## src/rtl/utf8sd_pkg.sv

```systemverilog
// Shared types, widths and helper functions for the UTF-8 stream decoder.
// No dependencies.
package utf8sd_pkg;

    localparam int BYTE_W            = 8;
    localparam int CP_W              = 31;
    localparam int LEN_W             = 3;
    localparam int LEAD_W            = 4;
    localparam int MAX_SEQ_BYTES_DEF = 6;

    localparam logic [BYTE_W-1:0] ASCII_LIMIT = 8'h80;
    localparam logic [5:0]        CONT_MASK   = 6'h3F;
    localparam logic [BYTE_W-1:0] LEAD_MASK   = 8'h7F;

    typedef struct packed {
        logic [CP_W-1:0]  code_point;
        logic [LEN_W-1:0] seq_bytes;
        logic             bad_lead;
    } t_result;

    // Count of leading ones in a byte (0..8).
    function automatic logic [LEAD_W-1:0] f_lead_ones(input logic [BYTE_W-1:0] b);
        logic [LEAD_W-1:0] n;
        logic              run;
        n   = '0;
        run = 1'b1;
        for (int i = BYTE_W - 1; i >= 0; i--) begin
            run = run & b[i];
            n   = n + {{(LEAD_W-1){1'b0}}, run};
        end
        return n;
    endfunction

endpackage

```

## src/rtl/utf8sd_in_stage.sv

```systemverilog
// Input word register of the UTF-8 stream decoder.
// Depends on utf8sd_pkg.
module utf8sd_in_stage
    import utf8sd_pkg::*;
(
    input  logic              i_clk,
    input  logic              i_rst_n,
    input  logic              i_valid,
    input  logic [BYTE_W-1:0] i_byte,
    input  logic              i_out_free,
    output logic              o_stall,
    output logic              o_vld,
    output logic              o_consume,
    output logic [BYTE_W-1:0] o_byte
);

    logic              r_vld;
    logic              n_vld;
    logic [BYTE_W-1:0] r_byte;
    logic              load;

    assign o_consume = r_vld & i_out_free;
    assign o_stall   = r_vld & ~i_out_free;
    assign load      = i_valid & ~o_stall;

    always_comb begin
        n_vld = r_vld;
        if (load) begin
            n_vld = 1'b1;
        end else if (o_consume) begin
            n_vld = 1'b0;
        end
    end

    always_ff @(posedge i_clk) begin
        if (!i_rst_n) begin
            r_vld <= 1'b0;
        end else begin
            r_vld <= n_vld;
        end
    end

    always_ff @(posedge i_clk) begin
        if (load) begin
            r_byte <= i_byte;
        end
    end

    assign o_vld  = r_vld;
    assign o_byte = r_byte;

endmodule

```

## src/rtl/utf8sd_decode.sv

```systemverilog
// Sequence state and per-word decode logic of the UTF-8 stream decoder.
// Depends on utf8sd_pkg.
module utf8sd_decode
    import utf8sd_pkg::*;
#(
    parameter int MAX_SEQ_BYTES = MAX_SEQ_BYTES_DEF
)
(
    input  logic              i_clk,
    input  logic              i_rst_n,
    input  logic              i_step,
    input  logic [BYTE_W-1:0] i_byte,
    output logic              o_emit,
    output t_result           o_res
);

    localparam int ACC_W = 5 * MAX_SEQ_BYTES + 1;
    localparam logic [LEAD_W-1:0] MAX_LEAD = LEAD_W'(MAX_SEQ_BYTES);

    logic [ACC_W-1:0]  r_acc;
    logic [ACC_W-1:0]  n_acc;
    logic [LEN_W-1:0]  r_left;
    logic [LEN_W-1:0]  n_left;
    logic [LEN_W-1:0]  r_len;
    logic [LEN_W-1:0]  n_len;
    logic [LEAD_W-1:0] lead;
    logic [ACC_W-1:0]  acc_shift;

    assign lead      = f_lead_ones(i_byte);
    assign acc_shift = {r_acc[ACC_W-7:0], i_byte[5:0] & CONT_MASK};

    always_comb begin
        n_acc  = r_acc;
        n_left = r_left;
        n_len  = r_len;
        o_emit = 1'b0;
        o_res  = '{code_point: CP_W'(i_byte), seq_bytes: LEN_W'(1), bad_lead: 1'b0};
        if (r_left != '0) begin
            n_acc  = acc_shift;
            n_left = r_left - LEN_W'(1);
            if (r_left == LEN_W'(1)) begin
                o_emit           = 1'b1;
                o_res.code_point = CP_W'(acc_shift);
                o_res.seq_bytes  = r_len;
            end
        end else if (i_byte < ASCII_LIMIT) begin
            o_emit = 1'b1;
        end else if (lead == LEAD_W'(1)) begin
            o_emit           = 1'b1;
            o_res.code_point = CP_W'(i_byte[5:0] & CONT_MASK);
        end else if (lead > MAX_LEAD) begin
            o_emit         = 1'b1;
            o_res.bad_lead = 1'b1;
        end else begin
            n_acc  = ACC_W'(i_byte & (LEAD_MASK >> lead));
            n_len  = LEN_W'(lead);
            n_left = LEN_W'(lead - LEAD_W'(1));
        end
    end

    always_ff @(posedge i_clk) begin
        if (!i_rst_n) begin
            r_acc  <= '0;
            r_left <= '0;
            r_len  <= '0;
        end else if (i_step) begin
            r_acc  <= n_acc;
            r_left <= n_left;
            r_len  <= n_len;
        end
    end

`ifndef SYNTHESIS
    a_left_bound: assert property (@(posedge i_clk) disable iff (!i_rst_n)
        r_left < LEN_W'(MAX_SEQ_BYTES))
        else $error("bytes left exceeds sequence limit");

    a_open_len: assert property (@(posedge i_clk) disable iff (!i_rst_n)
        (i_step && r_left == '0 && n_left != '0) |=> (r_len == r_left + LEN_W'(1)))
        else $error("opened sequence length mismatch");

    a_emit_len: assert property (@(posedge i_clk) disable iff (!i_rst_n)
        (i_step && o_emit) |-> (o_res.seq_bytes != '0 &&
                                o_res.seq_bytes <= LEN_W'(MAX_SEQ_BYTES)))
        else $error("emitted length out of range");

    a_bad_single: assert property (@(posedge i_clk) disable iff (!i_rst_n)
        (i_step && o_emit && o_res.bad_lead) |-> (r_left == '0 &&
                                                  o_res.seq_bytes == LEN_W'(1)))
        else $error("bad lead not a one-byte result");
`endif

endmodule

```

## src/rtl/utf8_stream_decoder_unit.sv

```systemverilog
// UTF-8 stream decoder (legacy six-byte form), top level; uses utf8sd_pkg,
// utf8sd_in_stage and utf8sd_decode. One byte word is accepted per clock and
// the block sustains one byte per cycle while the result is not stalled; each
// byte passes an input register and the result register before its code point
// reaches the outputs. While no sequence is open, bytes below 0x80 and stray
// continuation bytes give a one-byte result; a lead with 2..MAX_SEQ_BYTES
// leading ones opens a sequence whose following bytes are not checked; a lead
// with more leading ones is returned raw with o_bad_lead set. Intermediate
// bytes give no result. A stalled result holds both registers, and the input
// stalls while the input register is full and the result cannot advance.
module utf8_stream_decoder_unit
    import utf8sd_pkg::*;
#(
    parameter int MAX_SEQ_BYTES = MAX_SEQ_BYTES_DEF
)
(
    input  logic              i_clk,
    input  logic              i_rst_n,
    input  logic              i_in_valid,
    output logic              o_in_stall,
    input  logic [BYTE_W-1:0] i_byte_in,
    output logic              o_out_valid,
    input  logic              i_out_stall,
    output logic [CP_W-1:0]   o_code_point,
    output logic [LEN_W-1:0]  o_seq_bytes,
    output logic              o_bad_lead
);

    logic              out_free;
    logic              stage_vld;
    logic              consume;
    logic [BYTE_W-1:0] stage_byte;
    logic              emit;
    t_result           res;
    logic              r_out_vld;
    logic              n_out_vld;
    t_result           r_res;

    assign out_free = ~r_out_vld | ~i_out_stall;

    utf8sd_in_stage u_in_stage (
        .i_clk      (i_clk),
        .i_rst_n    (i_rst_n),
        .i_valid    (i_in_valid),
        .i_byte     (i_byte_in),
        .i_out_free (out_free),
        .o_stall    (o_in_stall),
        .o_vld      (stage_vld),
        .o_consume  (consume),
        .o_byte     (stage_byte)
    );

    utf8sd_decode #(
        .MAX_SEQ_BYTES (MAX_SEQ_BYTES)
    ) u_decode (
        .i_clk   (i_clk),
        .i_rst_n (i_rst_n),
        .i_step  (consume),
        .i_byte  (stage_byte),
        .o_emit  (emit),
        .o_res   (res)
    );

    always_comb begin
        n_out_vld = r_out_vld;
        if (consume) begin
            n_out_vld = emit;
        end else if (!i_out_stall) begin
            n_out_vld = 1'b0;
        end
    end

    always_ff @(posedge i_clk) begin
        if (!i_rst_n) begin
            r_out_vld <= 1'b0;
        end else begin
            r_out_vld <= n_out_vld;
        end
    end

    always_ff @(posedge i_clk) begin
        if (consume && emit) begin
            r_res <= res;
        end
    end

    assign o_out_valid  = r_out_vld;
    assign o_code_point = r_res.code_point;
    assign o_seq_bytes  = r_res.seq_bytes;
    assign o_bad_lead   = r_res.bad_lead;

`ifndef SYNTHESIS
    a_consume_needs_word: assert property (@(posedge i_clk) disable iff (!i_rst_n)
        consume |-> stage_vld)
        else $error("decode step without a held word");

    a_stall_holds_result: assert property (@(posedge i_clk) disable iff (!i_rst_n)
        (r_out_vld && i_out_stall) |=> (r_out_vld && $stable(r_res)))
        else $error("stalled result changed");

    a_stall_blocks_step: assert property (@(posedge i_clk) disable iff (!i_rst_n)
        (r_out_vld && i_out_stall) |-> !consume)
        else $error("decode advanced while result stalled");
`endif

endmodule
```

## config.mk

```make
export PLATFORM = sky130hd
export DESIGN_NAME = utf8_stream_decoder_unit
export DESIGN_NICKNAME = d
export VERILOG_FILES = /design/src/rtl/utf8sd_pkg.sv /design/src/rtl/utf8sd_in_stage.sv /design/src/rtl/utf8sd_decode.sv /design/src/rtl/utf8_stream_decoder_unit.sv
export SDC_FILE = /design/constraint.sdc
export NUM_CORES = 1
export LEC_CHECK = 0
export BUFFER_PORTS_ARGS = -buffer_cell sky130_fd_sc_hd__buf_4
export CORE_ASPECT_RATIO = 1.1
export CORE_MARGIN = 4
export CORE_UTILIZATION = 51
export CTS_CLUSTER_SIZE = 10
export DETAILED_ROUTE_END_ITERATION = 16
export GPL_TIMING_DRIVEN = 0
export PLACE_DENSITY_LB_ADDON = 0.3
export SETUP_SLACK_MARGIN = 0.4
export SLEW_MARGIN = 20
export SYNTH_ARGS = -nofsm -noshare
export SYNTH_HDL_FRONTEND = slang
export SYNTH_HIERARCHICAL = 1
export SYNTH_SLANG_ARGS = --single-unit
```

## constraint.sdc

```tcl
create_clock -name i_clk -period 4.2 [get_ports i_clk]
set_input_delay 0.84 -clock i_clk [delete_from_list [all_inputs] [get_ports i_clk]]
set_output_delay 0.84 -clock i_clk [all_outputs]
set_load 0.01 [all_outputs]
```

# == Yosys cells after proc, flatten, opt, wreduce, memory -nomap -nowiden ==
# Index checks and enable logic that the tools add are counted.
# word_totals
reg_bits,76
in_bits,12
out_inout_bits,37
wordCells,75
# op_classes
addsub,9
n_lt_le_gt_ge,2
n_eq_ne,6
shift,1
muxes,21
bitwise,20
n_reduce_logical,7
# op_table
operator,n
two-way mux 25 bit,4
two-way mux 31 bit,2
two-way mux 34 bit,1
AND 8 x 25 -> 25 bit,1
right shift 7 x 4 -> 25 bit (first input constant),1
adder 4 x 1 -> 4 bit,6
two-way mux 3 bit,4
AND 1 bit,10
two-way mux 1 bit,9
less-than comparator 8 bit (second input constant),1
two-way mux 8 bit,1
!= test 2 x 1 -> 1 bit (second input constant),4
inverter 1 bit,8
subtractor 3 x 1 -> 3 bit (second input constant),2
AND reduction 5 bit,1
equality test 4 x 1 -> 1 bit (second input constant),1
greater-than comparator 4 x 3 -> 1 bit (second input constant),1
AND reduction 4 bit,1
equality test 3 x 1 -> 1 bit (second input constant),1
nonzero test 3 bit,1
OR reduction 3 bit,1
adder 1 x 1 -> 2 bit,1
AND reduction 2 bit,1
nonzero test 2 bit,1
other kinds (2),2

# == Depth between registers and ports, before layout ==
# Gate-level depths: netlist (run 1).
# logic_depth
ltp_word,14
ltp_mapped,19

# == Hierarchy ==
# The synthesis (run 1) kept the hierarchy.
# by_module_without_submodules
mod,instances,cells_per_inst,area_each_um2,seq_area_each_um2
utf8sd_decode,1,219,1965.6,620.6
utf8_stream_decoder_unit,1,40,1104.8,1071.0
utf8sd_in_stage,1,13,294.0,260.2

# == Worst setup path before layout (run 1) ==
# No wires, ideal clock.
# synth_timing
kind,reg2reg
from,"reg u_in_stage.r_byte[7], in the netlist u_in_stage/o_byte[7]"
to,"reg r_res, in the netlist o_bad_lead (enable)"
setup_ps,347
t_arrival_ps,4058
required_time_ps,3853
slack_ps,-205
path_stages_with_launch,19
period_less_slack_ps,4405
path_cell_list,edfxtp_1 -> clkbuf_1 -> and3_1 -> and3_1 -> and2_1 -> fa_1 -> inv_1 -> fa_1 -> inv_1 -> ha_1 -> inv_1 -> fa_1 -> inv_1 -> ha_1 -> nor2_1 -> a22oi_4 -> a21oi_1 -> or2_2 -> and2_4
# synth_between
elab_chain_cells,14
word_cells_on_any_way,22
cone_classes,add/sub (7); order compare (2); eq/ne (1); mux (4); bitwise (7); reduce/logical (1)
# synth_rtl
item,line_no,rtl
from (decl),utf8sd_in_stage.sv:19,logic [BYTE_W-1:0] r_byte;
from (signal assigned),utf8sd_in_stage.sv:45,r_byte <= i_byte;
AND 1 bit,utf8sd_pkg.sv:28,run = run & b[i];
adder 1 x 1 -> 2 bit / AND 1 bit (equally long branches),"utf8sd_pkg.sv:29, utf8sd_pkg.sv:28",
adder 4 x 1 -> 4 bit / AND 1 bit (equally long branches) (5 in series),"utf8sd_pkg.sv:29, utf8sd_pkg.sv:28",
adder 4 x 1 -> 4 bit (*),utf8sd_pkg.sv:29,"n = n + {{(LEAD_W-1){1'b0}}, run};"
net u_decode.lead[1],utf8sd_decode.sv:26,logic [LEAD_W-1:0] lead;
greater-than comparator 4 x 3 -> 1 bit,utf8sd_decode.sv:51,end else if (lead > MAX_LEAD) begin
two-way mux 1 bit,utf8sd_decode.sv:51,
two-way mux 1 bit (*),utf8sd_decode.sv:48,end else if (lead == LEAD_W'(1)) begin
two-way mux 1 bit (*),utf8sd_decode.sv:46,end else if (i_byte < ASCII_LIMIT) begin
two-way mux 1 bit (*),utf8sd_decode.sv:38,if (r_left != '0) begin
net emit,utf8_stream_decoder_unit.sv:33,logic emit;
logical AND 1 bit (*),utf8_stream_decoder_unit.sv:82,if (consume && emit) begin
to (signal assigned),utf8_stream_decoder_unit.sv:83,r_res <= res;
to (decl),utf8_stream_decoder_unit.sv:37,t_result r_res;
# The timed path passes the listed nets; every way through them passes the cells marked *.
# A chain may end at the register's enable or synchronous reset.

# == Worst setup path after layout (run 1) ==
# layout_timing
from,"reg u_in_stage.r_byte[7], in the netlist u_in_stage/o_byte[7]"
to,"reg r_res, in the netlist o_code_point[3] (enable)"
# layout_between
elab_chain_cells,14
word_cells_on_any_way,22
cone_classes,add/sub (7); order compare (2); eq/ne (1); mux (4); bitwise (7); reduce/logical (1)
# layout_rtl
item,line_no
AND 1 bit,utf8sd_pkg.sv:28
adder 1 x 1 -> 2 bit / AND 1 bit (equally long branches),"utf8sd_pkg.sv:29, utf8sd_pkg.sv:28"
adder 4 x 1 -> 4 bit / AND 1 bit (equally long branches) (5 in series),"utf8sd_pkg.sv:29, utf8sd_pkg.sv:28"
adder 4 x 1 -> 4 bit,utf8sd_pkg.sv:29
greater-than comparator 4 x 3 -> 1 bit,utf8sd_decode.sv:51
two-way mux 1 bit,utf8sd_decode.sv:51
two-way mux 1 bit,utf8sd_decode.sv:48
two-way mux 1 bit (*),utf8sd_decode.sv:46
two-way mux 1 bit (*),utf8sd_decode.sv:38
net emit,utf8_stream_decoder_unit.sv:33
logical AND 1 bit (*),utf8_stream_decoder_unit.sv:82
# Marks and branches as above.

==> results of run 1 <==
area by class of cell:
class	instances	share of cell area [%]
buffer	19	2.933
clock buffer	11	3.249
clock inverter	5	1.380
inverter	14	1.323
multi-input combinational	170	32.06
sequential	76	44.85
tap	80	2.300
timing repair buffer	68	11.90
what timing repair did:
action	4_1_cts	5_1_grt
gates resized for setup	15	6
endpoints found under the setup margin	70	70
cloned	8	0
pin swaps	6	3
hold buffers	0	0
buffers inserted	12	7
metrics by stage:
step | util, % | setup WS [ps]
after global routing | 69.01 | -108.9
after global placement | 61.63 | -400.5
after CTS | 67.60 | 12.06
final | 69.01 | -4.143
after floorplan | - | -99.95
after detailed placement | 61.63 | -478.9
worst min-delay path: cells and delay by family (launching register included):
kind,cells,cell delay (ps)
muxes,1,50
and+or+nand+nor,1,50
DFF,1,310
worst paths after layout:
kind,startpoint,endpoint,depth (start not counted)
hold / removal,u_decode/r_len[0],u_decode/r_len[0],2
setup / recovery,u_in_stage/o_byte[7],o_code_point[3],17
setup reg to reg,u_in_stage/o_byte[7],o_code_point[3],17
hold reg to reg,u_decode/r_len[0],u_decode/r_len[0],2
registers in the layout, indices dropped and copies added (netlist names):
| name | count |
|---|---|
| u_in_stage/o_vld | 1 |
| u_in_stage/o_byte | 8 |
| o_out_valid | 1 |
| u_decode/r_len | 3 |
| o_code_point | 31 |
| o_seq_bytes | 3 |
| u_decode/r_left | 3 |
| u_decode/r_acc | 25 |
| o_bad_lead | 1 |
power by group through the flow:
stage	registers (mW)	logic (mW)	clock network [mW]
after floorplan	0.910	0.241	0
after global routing	0.889	0.523	0.605
final	0.882	0.483	0.563
after detailed placement	0.900	0.382	0
after CTS	0.882	0.454	0.574
after global placement	0.898	0.378	0
metal layers:
layer	routed length, um	vias up
met3	384	7
met1	2925	1128
li1	-	1153
met2	3717	67
met4	97	0
met5	0	-
cells in the final DEF, fill, tap and decap left out, types with 3 or more instances in the layout:
cell,synthesis,layout
buf_6,2,5
and2_1,29,28
nand2b_1,5,5
nor3_1,5,4
ha_1,12,8
dfxtp_1,33,33
o211ai_1,6,6
mux2i_1,11,11
o21ai_0,5,3
inv_1,13,11
and2_4,1,9
and3_4,0,3
buf_4,6,72
a21oi_1,4,3
clkbuf_1,9,9
nand2_1,25,25
edfxtp_1,43,43
clkbuf_8,0,11
a22o_1,18,18
nand3_1,4,4
cells by family (layout without fill, tap and decap cells):
kind of cell	count (synthesis)	count (layout)	share of synthesized area (%)
fa+ha+maj	15	15	6.248
simple gates	84	91	13.50
compound gates	52	52	13.20
xor+xnor	1	1	0.8183
flops	76	76	58.01
buf+inv	33	117	4.946
mux	11	11	3.273
==> results.json, run 1 <==
{
  "p_total_mw": 1.928,
  "seqCellArea_um2": 1952,
  "fillers": 470,
  "finalHoldViolCount": 0,
  "synth_common_cells": "43 x edfxtp_1, 33 x dfxtp_1, 29 x and2_1, 25 x nand2_1, 18 x a22o_1",
  "vias_per_cell": 5.316,
  "placed_area_um2": 3886,
  "dr.first_iter.drc_count": 134,
  "timing.reg2reg.setup_slack_ps": -4,
  "critical-path-top-delay-family": "adder cells",
  "sw_frac_of_total_pct": 29.88,
  "setup_viol": 9,
  "crit_path_max_incr_delay_ps": 550,
  "cp_cell_sequence": "clkbuf_8 -> and3_4 -> and3_4 -> and2_4 -> fa_1 -> inv_1 -> fa_1 -> inv_1 -> ha_2 -> inv_2 -> fa_2 -> buf_4 -> ha_4 -> a21boi_4 -> a21oi_2 -> or2_4 -> and2_4",
  "setup_slack_ps": -4.143,
  "clock_sinks": 76,
  "p_leak_nw": 1.826,
  "drive_gt1_share_pct": 34.99,
  "crit_fanout": 8,
  "yosys.area.top_type": "edfxtp_1",
  "crit_type": "reg -> reg",
  "use_met2_pct": 33.23,
  "grt_pass1_vias": 2275,
  "io_pins": 49,
  "gr-total-overflow": 0,
  "cp-start-kind": "register",
  "dp.cells": 400,
  "multiInputGateArea_um2": 1395,
  "postSynthRegisterBits": 76,
  "synth_nets": 299,
  "period_minus_slack_ps": 4204,
  "insertion_delay_ps": 350,
  "combPwrFrac_pct": 25.0,
  "yosysTopAreaCellShare_pct": 38.38,
  "finalWeightedCongestion": 0.8843,
  "setup.worst_path.end_class": "register",
  "clock.fmax_mhz": 237.9,
  "htree_levels": 3,
  "synth_area_leaders": "edfxtp_1 38%, dfxtp_1 20%, and2_1 5.4%",
  "grt-busiest-layer": "met2",
  "detail-route-antenna-nets": 0,
  "p_seq_share_pct": 45.7,
  "die_area_um2": 7962,
  "slew_violations": 0,
  "core-area_um2": 6306,
  "syn_inst": 272,
  "switchingPower_uw": 576.0,
  "clkSlewWorstSetupHoldPaths_ps": 80,
  "grt_max_degree": 14,
  "slowest_stage": "fa_1",
  "io_buffer_count": 48,
  "power_density_nw_per_um2": 443.0,
  "maxCapViolCount": 0,
  "grt_usage_pct": 19.14,
  "intPower_mw": 1.352,
  "drtPass1Iterations": 4,
  "synth_edf_count": 43,
  "diodes": 0,
  "yosysMostFrequentCell": "edfxtp_1",
  "wire_per_inst_um": 16.08,
  "peakVddDrop_v": 0.0002980,
  "power_frac_clock_pct": 29.2,
  "crit_arrival_ps": 4310,
  "design_area_um2": 4352,
  "seq_area_frac_synth_pct": 58.01,
  "ys_types": 45,
  "outcome": "finished with violations",
  "synth_ff_type": "edfxtp_1",
  "hpwl_um": 4496,
  "totalNegativeSetupSlack_ps": -19.03,
  "skew_ps": 8.580,
  "cts_made_buffers": 9,
  "met1_usage_pct": 23.24,
  "grt_antenna_before_repair": 0,
  "relSlewSlack_pct": 55.21,
  "initial_core_util_pct": 53.35,
  "hold-worst-slack_ps": 461.3,
  "worstPathRequired_ps": 4310,
  "cts_tree": "yes",
  "die_width_um": 85.44,
  "rsz0062_at_grt": "yes",
  "drt_wl_total_um": 7125,
  "fin_cells": 443,
  "synthToLayoutAreaGrowth_pct": 29.34,
  "grt_first_pass_wirelength_um": 11560,
  "hold_path.class": "reg -> reg",
  "die_h_um": 93.19,
  "avgSynthCellArea_um2": 12.37,
  "cts_buffer_depth": 2,
  "core.rowCount": 30,
  "tightest_slew_ps": 670.5,
  "nets": 385,
  "root_buffer": "clkbuf_8",
  "ys_async_sr_fraction_pct": 0,
  "drc": 0,
  "synth_area_um2": 3364,
  "fin_crit_sh_pct": 100.1,
  "ys_warn_count": 6,
  "crit_buf_inv": 5,
  "num_vias": 2355,
  "violations": "negative setup slack",
  "met3_usage_pct": 4.758
}
(Power assumes the default switching activity.)
==> run 2: changes to the inputs <==
- CAP_MARGIN: default -> 10
- CORE_MARGIN: 4 -> 2
- CORE_UTILIZATION: 51 -> 53
- CTS_BUF_LIST: default -> sky130_fd_sc_hd__clkbuf_2
==> run 2 against run 1 <==
  * The flow still finishes with violations (negative setup slack)
  * Die area down 12%
  * First-iteration DRC count up 7.5%
  * Largest cell class unchanged
  * Critical endpoint is now o_code_point[0]
  * Largest power group unchanged
  * Sequential cell count unchanged
==> results.json, run 2 (synthesized netlist as in run 1, its figures left out) <==
{
  "violations": "negative setup slack",
  "crit_arrival_ps": 4450,
  "maxCapViolCount": 0,
  "power_density_nw_per_um2": 438.4,
  "grt_pass1_vias": 2349,
  "grt_usage_pct": 21.74,
  "insertion_delay_ps": 520,
  "crit_path_max_incr_delay_ps": 570,
  "grt_first_pass_wirelength_um": 11410,
  "hold_path.class": "reg -> reg",
  "finalHoldViolCount": 0,
  "peakVddDrop_v": 0.0002480,
  "seqCellArea_um2": 1952,
  "grt_max_degree": 15,
  "drtPass1Iterations": 6,
  "clock_sinks": 76,
  "die_area_um2": 7002,
  "clkSlewWorstSetupHoldPaths_ps": 220,
  "detail-route-antenna-nets": 0,
  "diodes": 0,
  "worstHoldEndpoint": "u_decode/r_len[0]",
  "slowest_stage": "fa_2",
  "tightest_slew_ps": 700.7,
  "setup.worst_path.end_class": "register",
  "reg2regPathDepth": 18,
  "dr.first_iter.drc_count": 144,
  "p_leak_nw": 1.810,
  "skew_ps": 21.64,
  "layout_commonest_cell": "buf_4",
  "vias_per_cell": 5.467,
  "htree_levels": 3,
  "initial_core_util_pct": 54.65,
  "die_h_um": 87.57,
  "startpoint": "u_in_stage/o_byte[7]",
  "hold_start": "u_decode/r_len[0]",
  "cts_buffer_depth": 2,
  "cts_hold_buf": 0,
  "cp-start-kind": "register",
  "core.rowCount": 30,
  "io_buffer_count": 48,
  "num_vias": 2411,
  "drt_wl_total_um": 6935,
  "drive_gt1_share_pct": 34.63,
  "r2r-start": "u_in_stage/o_byte[7]",
  "crit_type": "reg -> reg",
  "setup_viol": 2,
  "io_pins": 49,
  "outcome": "finished with violations",
  "totalNegativeSetupSlack_ps": -2.232,
  "cts_tree": "yes",
  "synthToLayoutAreaGrowth_pct": 27.56,
  "drc": 0,
  "hold_depth": 2,
  "worstPathRequired_ps": 4450,
  "clock.fmax_mhz": 238.0,
  "relSlewSlack_pct": 53.03,
  "period_minus_slack_ps": 4201,
  "cts_made_buffers": 9,
  "core-area_um2": 6156,
  "rsz0062_at_grt": "yes",
  "timing.reg2reg.setup_slack_ps": -1,
  "finalWeightedCongestion": 0.9016,
  "nets": 383,
  "p_total_mw": 1.882,
  "setup_slack_ps": -1.194,
  "crit_fanout": 8,
  "gr-total-overflow": 0,
  "slew_violations": 0,
  "grt_antenna_before_repair": 0,
  "cp_cell_sequence": "clkbuf_8 -> and3_4 -> and3_4 -> and2_4 -> fa_1 -> inv_2 -> fa_1 -> inv_1 -> ha_2 -> inv_2 -> fa_2 -> inv_4 -> ha_4 -> nor2_4 -> a22oi_4 -> a21oi_2 -> or2_4 -> and2_4",
  "root_buffer": "clkbuf_2",
  "wire_per_inst_um": 15.73,
  "multiInputGateArea_um2": 1374,
  "largest_register_ffs": 31,
  "die_width_um": 79.97,
  "fin_crit_sh_pct": 100.0,
  "layout_common_cells": "66 x buf_4, 43 x edfxtp_1, 33 x dfxtp_1, 28 x and2_1, 25 x nand2_1",
  "fillers": 468,
  "r2r-end": "o_code_point[0]",
  "hpwl_um": 4293
}
==> run 2: changes by cell type in the layout (fill, tap and decap cells not counted), sizes merged <==
cell      delta
buf          -2
bufinv       +2
clkbuf       -1
clkinvlp     -1
==> run 2: worst max-delay path, delay by kind of cell, from the launching register on <==
kind | cells | cell delay [ps]
simple gates | 6 | 1020
buf+inv | 5 | 350
flops | 1 | 420
compound gates | 2 | 270
fa+ha+maj | 5 | 1880
==> run 2: area by class of cell <==
type | count | share of cell area, %
flip-flops and latches | 76 | 45.48
multi-input cells | 170 | 32.01
repair buffers | 66 | 12.07
plain buffers | 19 | 2.974
clock inverters | 6 | 2.624
well taps | 80 | 2.332
inverters | 14 | 1.341
clock buffers | 10 | 1.166
==> run 2: report_power, final <==
group          internal (mW)  leakage [nW]  switching [mW]  total, mW
sequential             0.854         0.672          0.0278      0.882
combinational          0.202          1.04           0.276      0.478
clock                  0.261        0.0965           0.260      0.521
==> run 2: through the flow <==
step | util, % | hold slack, ps | setup WS, ps | instances | instance area [um2]
global placement | 63.13 | 442.0 | -370.7 | 400 | 3886
finish | 69.72 | 473.0 | -1.194 | 441 | 4292
CTS | 68.90 | 453.7 | 39.70 | 437 | 4242
detailed placement | 63.21 | 448.9 | -416.8 | 400 | 3891
global route | 69.72 | 423.3 | -173.8 | 441 | 4292
floorplan | - | 432.9 | -99.95 | 272 | 3426
==> run 2: per-layer routing <==
metal	track usage [%]	part of all wire, %
met3	4.948	6.5
met5	0	0
met4	8.166	2.0
met1	26.14	39
met2	38.18	53
==> run 2: worst max path at each step <==
stage	end	slack, ps
after floorplan	o_bad_lead	-100
after global placement	o_code_point[3]	-370
after detailed placement	o_code_point[14]	-420
after CTS	o_code_point[30]	40
after global routing	o_code_point[3]	-170
final	o_code_point[0]	-1
==> run 2: what timing repair did <==
action | in CTS | in global routing
endpoints found under the hold margin | 0 | 0
endpoints found under the setup margin | 70 | 69
resized for setup | 14 | 6
setup buffers | 13 | 4
cloned | 8 | 0
pin swaps | 16 | 2
